===== src/rtl/core/cdn_pkg.sv =====
// Shared types and constants for the chain direction normaliser.
package cdn_pkg;

    localparam int AXES       = 3;
    localparam int POS_W      = 32;
    localparam int DIFF_W     = POS_W + 1;
    localparam int DIR_W      = 18;
    localparam int SEG_W      = 33;
    localparam int SQ_W       = 2 * POS_W;
    localparam int SUM_W      = SQ_W + 2;
    localparam int STEP_W     = SUM_W + 2;
    localparam int ROOT_W     = 34;
    localparam int MAG_W      = 17;
    localparam int ROOT_STEPS = 33;
    localparam int DIV_STEPS  = 33;
    localparam int DSQ_STEPS  = 17;
    localparam int CNT_W      = 6;
    localparam int ADDR_W     = 3;
    localparam int DATA_W     = 32;

    // Register indexes (paddr[2])
    localparam logic REG_RESIZE_ENABLE = 1'b0;

    typedef logic [STEP_W-1:0] t_step;

    typedef enum logic [2:0] {
        ST_IDLE,
        ST_SQ,
        ST_SUM,
        ST_ROOT,
        ST_DLOAD,
        ST_DIV,
        ST_DSQ,
        ST_DONE
    } t_state;

endpackage


===== src/rtl/core/cdn_step_unit.sv =====
// Shared compare-and-subtract step used by the square roots and the division.
module cdn_step_unit (
    input  cdn_pkg::t_step i_a,
    input  cdn_pkg::t_step i_b,
    output logic           o_ge,
    output cdn_pkg::t_step o_diff
);
    import cdn_pkg::*;

    t_step w_diff;
    logic  w_borrow;

    assign {w_borrow, w_diff} = {1'b0, i_a} - {1'b0, i_b};
    assign o_ge   = ~w_borrow;
    assign o_diff = w_diff;

endmodule


===== src/rtl/core/cdn_cfg_regs.sv =====
// APB-style register port holding the resize enable bit.
module cdn_cfg_regs (
    input  logic                        i_clk,
    input  logic                        i_rst_n,
    input  logic                        psel,
    input  logic                        penable,
    input  logic                        pwrite,
    input  logic [cdn_pkg::ADDR_W-1:0]  paddr,
    input  logic [cdn_pkg::DATA_W-1:0]  pwdata,
    output logic [cdn_pkg::DATA_W-1:0]  prdata,
    output logic                        pready,
    output logic                        o_resize_enable
);
    import cdn_pkg::*;

    logic r_resize_enable;
    logic w_sel_resize;

    assign w_sel_resize = (paddr[2] == REG_RESIZE_ENABLE);

    always_ff @(posedge i_clk) begin
        if (!i_rst_n) begin
            r_resize_enable <= 1'b0;
        end else if (psel && penable && pwrite && w_sel_resize) begin
            r_resize_enable <= pwdata[0];
        end
    end

    assign prdata          = w_sel_resize ? {{(DATA_W-1){1'b0}}, r_resize_enable} : '0;
    assign pready          = 1'b1;
    assign o_resize_enable = r_resize_enable;

endmodule


===== src/rtl/core/chain_direction_normalizer_core.sv =====
// Top level: sequencer and datapath of the chain direction normaliser.
//
// Input channel: one word per particle (pos_x/y/z signed Q16.16, is_visual,
// first_of_pass), taken when i_valid is high and o_stall is low. The block
// keeps the previous position and, for a visual word, gives the unit
// direction toward it (signed Q1.16, truncated toward zero) and, with resize
// enabled, the segment length (unsigned Q17.16, rounded down).
// Output channel: one result word per input word, taken when o_valid is high
// and i_stall is low. The result sits in an output register, so a new input
// word is taken while an old result waits.
// Timing: one word at a time; o_stall is high from acceptance until the
// result is loaded. A visual word goes from acceptance to o_valid through
// squaring of each axis on one 32x32 multiplier, a sum, 33 square root steps,
// then per axis a load, 33 division steps and 17 square root steps, all on
// one shared compare-and-subtract unit, and the load of the output. A zero
// difference skips the per-axis work; a non-visual word goes straight to the
// output load. If the receiver stalls, the finished result waits in the
// sequencer until the output register frees.
// Reset clears the stored position, the resize bit and all valid flags.
module chain_direction_normalizer_core (
    input  logic                               i_clk,
    input  logic                               i_rst_n,
    input  logic                               i_valid,
    output logic                               o_stall,
    input  logic signed [cdn_pkg::POS_W-1:0]   i_pos_x,
    input  logic signed [cdn_pkg::POS_W-1:0]   i_pos_y,
    input  logic signed [cdn_pkg::POS_W-1:0]   i_pos_z,
    input  logic                               i_is_visual,
    input  logic                               i_first_of_pass,
    output logic                               o_valid,
    input  logic                               i_stall,
    output logic signed [cdn_pkg::DIR_W-1:0]   o_dir_x,
    output logic signed [cdn_pkg::DIR_W-1:0]   o_dir_y,
    output logic signed [cdn_pkg::DIR_W-1:0]   o_dir_z,
    output logic                               o_dir_write,
    output logic [cdn_pkg::SEG_W-1:0]          o_seg_length,
    output logic                               o_length_write,
    input  logic                               psel,
    input  logic                               penable,
    input  logic                               pwrite,
    input  logic [cdn_pkg::ADDR_W-1:0]         paddr,
    input  logic [cdn_pkg::DATA_W-1:0]         pwdata,
    output logic [cdn_pkg::DATA_W-1:0]         prdata,
    output logic                               pready
);
    import cdn_pkg::*;

    t_state r_state, n_state;
    logic [CNT_W-1:0] r_cnt, n_cnt;
    logic [1:0]       r_comp, n_comp;

    logic [POS_W-1:0]  r_prev [AXES];
    logic [POS_W-1:0]  r_mag  [AXES];
    logic              r_neg  [AXES];
    logic [SQ_W-1:0]   r_sq   [AXES];
    logic [DIR_W-1:0]  r_dir  [AXES];
    logic              r_vis;
    logic [SUM_W-1:0]  r_s;
    logic [SEG_W-1:0]  r_seg;
    t_step             r_rem;
    logic [ROOT_W-1:0] r_root;
    logic [SUM_W-1:0]  r_src;

    logic              r_ovalid;
    logic [DIR_W-1:0]  r_odir [AXES];
    logic              r_odir_write;
    logic [SEG_W-1:0]  r_oseg;
    logic              r_olen_write;

    logic [POS_W-1:0]         w_cur [AXES];
    logic signed [DIFF_W-1:0] w_d   [AXES];
    logic [POS_W-1:0]         w_mag [AXES];
    logic                     w_accept;
    logic                     w_out_load;
    logic                     w_resize;

    t_step             w_a, w_b, w_diff, w_rem_nx;
    logic              w_ge;
    logic [ROOT_W-1:0] w_root_nx;
    logic [MAG_W-1:0]  w_dmag;

    cdn_cfg_regs u_cfg (
        .i_clk           (i_clk),
        .i_rst_n         (i_rst_n),
        .psel            (psel),
        .penable         (penable),
        .pwrite          (pwrite),
        .paddr           (paddr),
        .pwdata          (pwdata),
        .prdata          (prdata),
        .pready          (pready),
        .o_resize_enable (w_resize)
    );

    cdn_step_unit u_step (
        .i_a    (w_a),
        .i_b    (w_b),
        .o_ge   (w_ge),
        .o_diff (w_diff)
    );

    assign w_cur[0] = i_pos_x;
    assign w_cur[1] = i_pos_y;
    assign w_cur[2] = i_pos_z;

    // Difference previous minus current; zero on the first word of a pass
    always_comb begin
        for (int a = 0; a < AXES; a++) begin
            if (i_first_of_pass) begin
                w_d[a] = '0;
            end else begin
                w_d[a] = $signed({r_prev[a][POS_W-1], r_prev[a]})
                       - $signed({w_cur[a][POS_W-1], w_cur[a]});
            end
            w_mag[a] = w_d[a][DIFF_W-1] ? POS_W'(-w_d[a]) : w_d[a][POS_W-1:0];
        end
    end

    assign o_stall    = (r_state != ST_IDLE);
    assign w_accept   = i_valid && (r_state == ST_IDLE);
    assign w_out_load = (r_state == ST_DONE) && (!r_ovalid || !i_stall);

    // Operand select for the shared unit: division brings in one bit a step,
    // the square roots two
    always_comb begin
        if (r_state == ST_DIV) begin
            w_a = {r_rem[STEP_W-2:0], r_src[SUM_W-1]};
            w_b = {2'b00, r_s};
        end else begin
            w_a = {r_rem[STEP_W-3:0], r_src[SUM_W-1:SUM_W-2]};
            w_b = {{(STEP_W-ROOT_W-2){1'b0}}, r_root, 2'b01};
        end
    end

    assign w_rem_nx  = w_ge ? w_diff : w_a;
    assign w_root_nx = {r_root[ROOT_W-2:0], w_ge};

    assign w_dmag = w_root_nx[MAG_W-1:0];

    always_ff @(posedge i_clk) begin
        if (!i_rst_n) begin
            r_state <= ST_IDLE;
            r_cnt   <= '0;
            r_comp  <= '0;
        end else begin
            r_state <= n_state;
            r_cnt   <= n_cnt;
            r_comp  <= n_comp;
        end
    end

    always_comb begin
        n_state = r_state;
        n_cnt   = r_cnt;
        n_comp  = r_comp;
        case (r_state)
            ST_IDLE: begin
                n_comp = '0;
                if (i_valid) begin
                    n_state = i_is_visual ? ST_SQ : ST_DONE;
                end
            end
            ST_SQ: begin
                if (r_comp == 2'(AXES - 1)) begin
                    n_state = ST_SUM;
                    n_comp  = '0;
                end else begin
                    n_comp = r_comp + 2'd1;
                end
            end
            ST_SUM: begin
                n_state = ST_ROOT;
                n_cnt   = CNT_W'(ROOT_STEPS - 1);
            end
            ST_ROOT: begin
                if (r_cnt == '0) begin
                    n_state = (r_s == '0) ? ST_DONE : ST_DLOAD;
                    n_comp  = '0;
                end else begin
                    n_cnt = r_cnt - 1'b1;
                end
            end
            ST_DLOAD: begin
                n_state = ST_DIV;
                n_cnt   = CNT_W'(DIV_STEPS - 1);
            end
            ST_DIV: begin
                if (r_cnt == '0) begin
                    n_state = ST_DSQ;
                    n_cnt   = CNT_W'(DSQ_STEPS - 1);
                end else begin
                    n_cnt = r_cnt - 1'b1;
                end
            end
            ST_DSQ: begin
                if (r_cnt == '0) begin
                    if (r_comp == 2'(AXES - 1)) begin
                        n_state = ST_DONE;
                    end else begin
                        n_state = ST_DLOAD;
                        n_comp  = r_comp + 2'd1;
                    end
                end else begin
                    n_cnt = r_cnt - 1'b1;
                end
            end
            ST_DONE: begin
                if (!r_ovalid || !i_stall) begin
                    n_state = ST_IDLE;
                end
            end
            default: begin
                n_state = ST_IDLE;
            end
        endcase
    end

    // Stored position: taken on every accepted word
    always_ff @(posedge i_clk) begin
        if (!i_rst_n) begin
            for (int a = 0; a < AXES; a++) begin
                r_prev[a] <= '0;
            end
        end else if (w_accept) begin
            for (int a = 0; a < AXES; a++) begin
                r_prev[a] <= w_cur[a];
            end
        end
    end

    always_ff @(posedge i_clk) begin
        case (r_state)
            ST_IDLE: begin
                if (w_accept) begin
                    r_vis <= i_is_visual;
                    r_seg <= '0;
                    for (int a = 0; a < AXES; a++) begin
                        r_mag[a] <= w_mag[a];
                        r_neg[a] <= w_d[a][DIFF_W-1];
                        r_dir[a] <= '0;
                    end
                end
            end
            ST_SQ: begin
                r_sq[r_comp] <= r_mag[r_comp] * r_mag[r_comp];
            end
            ST_SUM: begin
                r_s    <= SUM_W'(r_sq[0]) + SUM_W'(r_sq[1]) + SUM_W'(r_sq[2]);
                r_src  <= SUM_W'(r_sq[0]) + SUM_W'(r_sq[1]) + SUM_W'(r_sq[2]);
                r_rem  <= '0;
                r_root <= '0;
            end
            ST_ROOT: begin
                r_rem  <= w_rem_nx;
                r_root <= w_root_nx;
                r_src  <= r_src << 2;
                if (r_cnt == '0) begin
                    r_seg <= w_root_nx[SEG_W-1:0];
                end
            end
            ST_DLOAD: begin
                // Numerator is the axis square shifted up by 32
                r_rem  <= STEP_W'(r_sq[r_comp][SQ_W-1:1]);
                r_src  <= {r_sq[r_comp][0], {(SUM_W-1){1'b0}}};
                r_root <= '0;
            end
            ST_DIV: begin
                if (r_cnt == '0) begin
                    // Hand the quotient to the square root
                    r_src  <= {1'b0, w_root_nx[DIV_STEPS-1:0], {(SUM_W-DIV_STEPS-1){1'b0}}};
                    r_rem  <= '0;
                    r_root <= '0;
                end else begin
                    r_rem  <= w_rem_nx;
                    r_root <= w_root_nx;
                    r_src  <= r_src << 1;
                end
            end
            ST_DSQ: begin
                r_rem  <= w_rem_nx;
                r_root <= w_root_nx;
                r_src  <= r_src << 2;
                if (r_cnt == '0) begin
                    r_dir[r_comp] <= r_neg[r_comp] ? DIR_W'(0) - {1'b0, w_dmag}
                                                   : {1'b0, w_dmag};
                end
            end
            ST_DONE: begin
                r_rem <= r_rem;
            end
            default: begin
                r_rem <= r_rem;
            end
        endcase
    end

    // Output register: hold while stalled
    always_ff @(posedge i_clk) begin
        if (!i_rst_n) begin
            r_ovalid <= 1'b0;
        end else if (w_out_load) begin
            r_ovalid <= 1'b1;
        end else if (!i_stall) begin
            r_ovalid <= 1'b0;
        end
    end

    always_ff @(posedge i_clk) begin
        if (w_out_load) begin
            for (int a = 0; a < AXES; a++) begin
                r_odir[a] <= r_vis ? r_dir[a] : '0;
            end
            r_odir_write <= r_vis;
            r_oseg       <= (r_vis && w_resize) ? r_seg : '0;
            r_olen_write <= r_vis && w_resize;
        end
    end

    assign o_valid        = r_ovalid;
    assign o_dir_x        = r_odir[0];
    assign o_dir_y        = r_odir[1];
    assign o_dir_z        = r_odir[2];
    assign o_dir_write    = r_odir_write;
    assign o_seg_length   = r_oseg;
    assign o_length_write = r_olen_write;

    a_accept_leaves_idle: assert property (@(posedge i_clk) disable iff (!i_rst_n)
        w_accept |=> (r_state != ST_IDLE))
        else $error("accepted word did not start the sequencer");

    a_load_from_done: assert property (@(posedge i_clk) disable iff (!i_rst_n)
        $rose(o_valid) |-> ($past(r_state) == ST_DONE))
        else $error("result loaded outside the done state");

    a_quotient_range: assert property (@(posedge i_clk) disable iff (!i_rst_n)
        ((r_state == ST_DIV) && (r_cnt == '0)) |-> (w_root_nx <= ROOT_W'(64'h1_0000_0000)))
        else $error("axis quotient above one");

    a_dir_range: assert property (@(posedge i_clk) disable iff (!i_rst_n)
        ((r_state == ST_DSQ) && (r_cnt == '0)) |=> (r_root <= ROOT_W'(65536)))
        else $error("direction magnitude above one");

    a_no_accept_busy: assert property (@(posedge i_clk) disable iff (!i_rst_n)
        (r_state != ST_IDLE) |=> $stable(r_prev[0]) || ($past(r_state) == ST_IDLE))
        else $error("stored position changed while busy");

endmodule


===== config.mk =====
export PLATFORM = sky130hd
export DESIGN_NAME = chain_direction_normalizer_core
export DESIGN_NICKNAME = d
export VERILOG_FILES = /design/src/rtl/core/cdn_pkg.sv /design/src/rtl/core/cdn_step_unit.sv /design/src/rtl/core/cdn_cfg_regs.sv /design/src/rtl/core/chain_direction_normalizer_core.sv
export SDC_FILE = /design/constraint.sdc
export NUM_CORES = 2
export LEC_CHECK = 0
export BUFFER_PORTS_ARGS = -buffer_cell sky130_fd_sc_hd__buf_2
export CAP_MARGIN = 10
export CORE_UTILIZATION = 59
export DETAILED_ROUTE_END_ITERATION = 7
export PLACE_DENSITY = 0.79
export SETUP_SLACK_MARGIN = 0.2
export SYNTH_ARGS = -nofsm -noshare
export SYNTH_HDL_FRONTEND = slang
export SYNTH_SLANG_ARGS = --single-unit

===== constraint.sdc =====
create_clock -name i_clk -period 8.85 [get_ports i_clk]
set_input_delay 1.77 -clock i_clk [delete_from_list [all_inputs] [get_ports i_clk]]
set_output_delay 1.77 -clock i_clk [all_outputs]
set_load 0.01 [all_outputs]

Yosys cells after proc, flatten, opt, wreduce, memory -nomap -nowiden
Memories as Yosys holds them, arrays and structs flattened. A register that Yosys moved wholly into a read port is not among the register bits.
Index checks and enable logic that the tools add are counted.
Widths: inputs -> output; s select.
{ "totals": {"ff_bits": 315, "ramBits": 495, "input_bits": 140, "output_inout_bits": 124, "elab_cells": 149, "memories": 6} }
{ "memory_table": {"columns": ["memory", "depth", "word_bits", "read_ports", "rd_ports_with_merged_regs", "wr", "line_no", "rtl"], "rows": [
  ["r_sq", 3, 64, 4, 1, 1, "chain_direction_normalizer_core.sv:55", "logic [SQ_W-1:0] r_sq [AXES];"],
  ["r_mag", 3, 32, 1, 1, 3, "chain_direction_normalizer_core.sv:53", "logic [POS_W-1:0] r_mag [AXES];"],
  ["r_prev", 3, 32, 3, 0, 3, "chain_direction_normalizer_core.sv:52", "logic [POS_W-1:0] r_prev [AXES];"],
  ["r_dir", 3, 18, 3, 0, 3, "chain_direction_normalizer_core.sv:56", "logic [DIR_W-1:0] r_dir [AXES];"],
  ["r_odir", 3, 18, 3, 0, 3, "chain_direction_normalizer_core.sv:65", "logic [DIR_W-1:0] r_odir [AXES];"],
  ["r_neg", 3, 1, 1, 1, 3, "chain_direction_normalizer_core.sv:54", "logic r_neg [AXES];"]
]} }
{ "classes": {"addsub": 12, "mul": 1, "n_eq_ne": 18, "muxes": 68, "n_bitwise": 5, "n_reduce_logical": 25} }
{ "op_table": {"columns": ["operator", "count"], "rows": [
  ["$pmux 67 s4", 1],
  ["$pmux 66 s4", 1],
  ["$mux 32", 6],
  ["$mux 33", 5],
  ["$mux 67", 2],
  ["$mux 66", 2],
  ["$pmux 34 s3", 1],
  ["$sub 32x32->33", 3],
  ["$neg 32->32", 3],
  ["$mux 18", 5],
  ["$sub 68x66->69", 1],
  ["$mux 68", 1],
  ["$add 65x64->66", 1],
  ["$logic_not 66->1", 1],
  ["$pmux 33 s2", 1],
  ["$add 64x64->65", 1],
  ["$mul 32x32->64", 1],
  ["$mux 34", 1],
  ["$mux 2", 13],
  ["$pmux 3 s8", 1],
  ["$mux 3", 7],
  ["$pmux 6 s3", 1],
  ["$reduce_or 18->1", 1],
  ["$sub 1x17->18 const A", 1],
  ["26 further kinds", 68]
]} }

Longest topological paths before layout
{ "logic_depth": {"word_depth": 7, "depth_mapped": 35, "depth_no_buf": 31} }

Cells and area by module
From an unflattened synthesis, not the netlist that was laid out.
{ "unflattened": {"cells_unflattened": 8143, "hier_area_um2": 81773.4} }
{ "modules_own_cells": {"columns": ["module", "n_inst", "cells_per_inst", "area_each_um2", "seq_area_each_um2"], "rows": [
  ["chain_direction_normalizer_core", 1, 7433, 77072.7, 26015.0],
  ["cdn_step_unit", 1, 670, 4385.5, 0.0],
  ["cdn_cfg_regs", 1, 40, 315.3, 20.0]
]} }

Least setup slack after synthesis
Ideal clock, no wire load.
{ "synth_path": {"path_kind": "register to register", "start": "register with a tool-made name", "end": "memory r_sq[0][61] (netlist bit) (data pin)", "setup_time_ps": 180, "arrival_time_ps": 8807, "required_ps": 8670, "slack_ps": -138, "path_stages_with_launch": 33, "path_buffers": 5, "period_less_slack_ps": 8988, "cell_sequence": "dfxtp_1 > clkbuf_1 > buf_1 > mux2i_1 > o21a_1 > clkbuf_1 > clkbuf_1 > nor2_1 > fa_1 > inv_1 > fa_1 > inv_1 > fa_1 > fa_1 > fa_1 > fa_1 > fa_1 > inv_1 > fa_1 > inv_1 > ha_1 > clkbuf_1 > nand4_1 > nor3_1 > and3b_1 > nand3_1 > nand3_1 > a31oi_1 > o21ai_0 > a21oi_1 > or2_2 > o31ai_1 > xor2_1"} }
{ "synth_lines": {"columns": ["item", "line_no"], "rows": [
  ["end: declaration", "chain_direction_normalizer_core.sv:55"]
]} }

==> impl_results.md <==
- FF+latch count, synth: 872
- I/O pin total: roughly 260
- Final layout net count: just over 10k
- Number of max-cap violations: 0
- Seq/Total Area, Yosys: 0.319
- Synth-to-Final Area Change: 11.6%
- Die area: 140000 sq um
- Worst path required time: around 9.4 ns
- Starting Density: 0.594
- Die H: between 300 and 400 um
- Final Setup Violations: 0
- Clock-pin slew on the worst setup and hold paths: 0.06 ns
- Detailed-route DRC error count: 0
- Fin crit share: 0.987
- DP Area: approximately 87000 sq um
- CP dominant cell by count: fa_1
- Ys Warns: 0
- Worst r2r dst: r_sq[2][60]
- R2R depth: 31
- DRT Pass-1 Iters: 8
- Area of the multi-input gates: roughly 50000 sq um
- R2r setup slk: around 0.12 ns
- Post-synth top area cell: edfxtp_1
- Syn_area_per_cell: around 10 sq um
- TritonCTS Buffers: 92
- Die X-Extent: 374 um
- Vias after detailed routing: between 60k and 70k
- Filler Cell Count: between 10k and 15k
- Synth async-reset ratio: 0
- Final Instance Area: slightly above 90000 sq um
- Gpl congestion: 1.02
- Hold Path Depth: 1
- Crit Path Max Fanout: 8
- Slew Viols, Final: 0
- Worst Hold End: r_odir[0][23]
- Slew @ Worst Pin: 1.20 ns
- Hold Vio Cnt, Final: 0
- Slew margin rel.: 0.191
- Seq. cell area: 26000 sq um
- Total Wirelength: 228 mm
- Finished Core Util: 0.664
- Clock latency on the worst-skew pair: ~0.72 ns
- Pre-CTS setup slack: -0.316 ns
- GRT Overall Usage: 0.326
- Cells after Synth: a little over 8k
- TritonCTS clock tree: built
- Primary FF master, synth: edfxtp_1
- Number of distinct library cells after synthesis: approximately 110
- First-pass GRT wire length: ~360 mm
- Min-Delay Path Class: reg2reg
- Final ANT Viol Nets: 0
- Initial detailed-routing violation count: roughly 6.6k
- Clk_skew: roughly 0.064 ns
- Top cell type's share of synthesized area: 0.315
- Crit path DAT: 9.26 ns
- Post-DP HPWL: approximately 180 mm
- Netlist Area Pre-Place: approximately 80000 sq um
- CTS H-tree lvls: 3
- Dominant cells by area after synthesis: edfxtp_1 32%, fa_1 21%, ha_1 8.0%
- Clk buf depth: 3
- CTS root buf: clkbuf_16
- Vias in the first global route: approximately 64k
- Max frequency: ~110 MHz
- Unrepaired setup endpoints after global routing: yes
- Average wire per standard cell: about 22 um
- Max incr delay on CP: around 0.60 ns
- Setup WS post-layout: 0.117 ns
- Initial antenna violation count: 6
- WS Path Type: reg2reg
- Worst hold start: r_dir[1][5]
- Post-synth EDFFs: roughly 860
- Clk sink count: between 800 and 900
- Largest net degree at the start of global routing: 97
- Final Critical Period: 8.73 ns
- I/O Buffers: between 150 and 200
- Avg Vias per Cell: 5.97
- Fraction of layout cells with a size suffix above 1: 0.128
- Critical Path End Type: flip-flop
- Num rows: 136
- Startpoint Class: flip-flop
- Worst path slowest cell: fa_1
- Grt ovf: 0
- Core ar.: 137000 sq um
- Status: complete, no violations
==> kinds of logic (layout without fill, tap and decap cells) <==
family,count (synthesis),after routing,synth area share
buffers and inverters,1566,2013,0.0743
other,2,36,0.0000920
multiplexers,164,164,0.0298
AND/OR/NAND/NOR,2320,2320,0.131
AO/OA/AOI/OAI,1445,1445,0.115
adder cells (fa/ha/maj),1383,1383,0.291
XOR/XNOR,369,369,0.0396
flip-flops,872,872,0.319
==> cells in the final DEF (no fill, tap or decap), types with 27 or more instances in the layout <==
master,synthesis,routed
a31oi_1,59,57
or3_1,31,30
o21ai_0,276,259
a21oi_1,417,405
and3_1,81,75
nor2_2,1,30
a211oi_1,39,38
a21o_1,157,157
nor3_1,65,61
nand2_1,894,883
a22oi_1,35,35
ha_1,523,513
nand3_1,74,73
xnor2_1,229,220
buf_4,33,404
buf_2,11,198
mux4_2,63,63
mux2i_1,97,88
and2_1,251,251
nor2_1,659,622
nand4_1,64,64
o31ai_1,39,38
o21bai_1,60,60
edfxtp_1,857,857
a221oi_1,29,29
nor2b_1,45,45
xor2_1,140,138
inv_1,1181,1169
nor4_1,34,34
nand2b_1,27,27
o21a_1,67,57
conb_1,2,35
fa_1,860,840
o211ai_1,29,29
clkbuf_16,0,94
==> metrics by stage <==
step                std cells  TNS, ns  hold WS (ns)
floorplan                8154        0         0.501
global route            10400    -1.01         0.539
finish                  10400        0         0.522
detailed placement      10200    -6.36         0.511
CTS                     10400        0         0.525
global placement        10200    -3.88         0.508
==> per-layer routing <==
| layer | vias up | part of all wire | global-route usage |
|---|---|---|---|
| li1 | 28100 | - | - |
| met1 | 30500 | 0.39 | 0.422 |
| met2 | 2854 | 0.47 | 0.534 |
| met3 | 632 | 0.081 | 0.0476 |
| met4 | 4 | 0.060 | 0.168 |
| met5 | - | 0.00012 | 0 |
==> state kept, by name, indices dropped and copies added (netlist names), 2 cells and up, named ones only <==
register and cells:
r_prev 96, r_sq 252, r_comp 2, r_rem 67, r_root 34, r_odir 54
r_seg 33, r_s 66, r_src 66, o_seg_length 33, r_dir 54, r_neg 3
r_state 3, r_mag 96, r_cnt 6
==> cells in the mapped netlist, types with 39 or more instances <==
cell	count
inv_1	1181
nand2_1	894
fa_1	860
edfxtp_1	857
nor2_1	659
ha_1	523
a21oi_1	417
clkbuf_1	277
o21ai_0	276
and2_1	251
xnor2_1	229
a21o_1	157
xor2_1	140
mux2i_1	97
and3_1	81
nand3_1	74
o21a_1	67
nor3_1	65
nand4_1	64
mux4_2	63
o21bai_1	60
a31oi_1	59
nor2b_1	45
buf_1	40
a211oi_1	39
o31ai_1	39
==> how the worst max path moves through the flow <==
stage | to | slack (ns) | start | depth (start not counted)
6_report | r_sq[2][60] | 0.12 | flip-flop | 31
2_1_floorplan | r_sq[0][56] | 0.21 | flip-flop | 32
4_1_cts | r_sq[1][56] | 0.17 | flip-flop | 31
5_1_grt | r_sq[2][60] | -0.13 | flip-flop | 31
3_3_place_gp | r_sq[0][62] | -0.32 | flip-flop | 30
3_5_place_dp | r_sq[2][62] | -0.32 | flip-flop | 30
==> final cells by class <==
class                           instances  area share
Clock inverter                         56     0.00851
Clock buffer                          111      0.0265
Multi-Input combinational cell       5716       0.553
Timing Repair Buffer                  649      0.0525
Antenna cell                            1   0.0000275
Tap cell                             1794      0.0246
Sequential cell                       872       0.286
Inverter                             1197      0.0495
==> worst max-delay path: cells and delay by family (launching register included) <==
| kind | cells | cell delay [ns] |
|---|---|---|
| adders and majority gates | 9 | 4.37 |
| AOI/OAI and AO/OA | 7 | 1.32 |
| and+or+nand+nor | 5 | 1.06 |
| DFF | 1 | 0.42 |
| muxes | 1 | 0.19 |
| xor gates and xnor gates | 1 | 0.28 |
| buffers and inverters | 8 | 0.94 |
==> repair_timing <==
action	CTS	global route
gates resized for setup	56	149
setup buffers	15	21
hold buffers	0	0
setup endpoints to repair	75	92
gates cloned	0	1
pin swaps	10	72
Power is not shown: default switching activity piles up to over one toggle a cycle in this logic, so the estimate is an artifact.
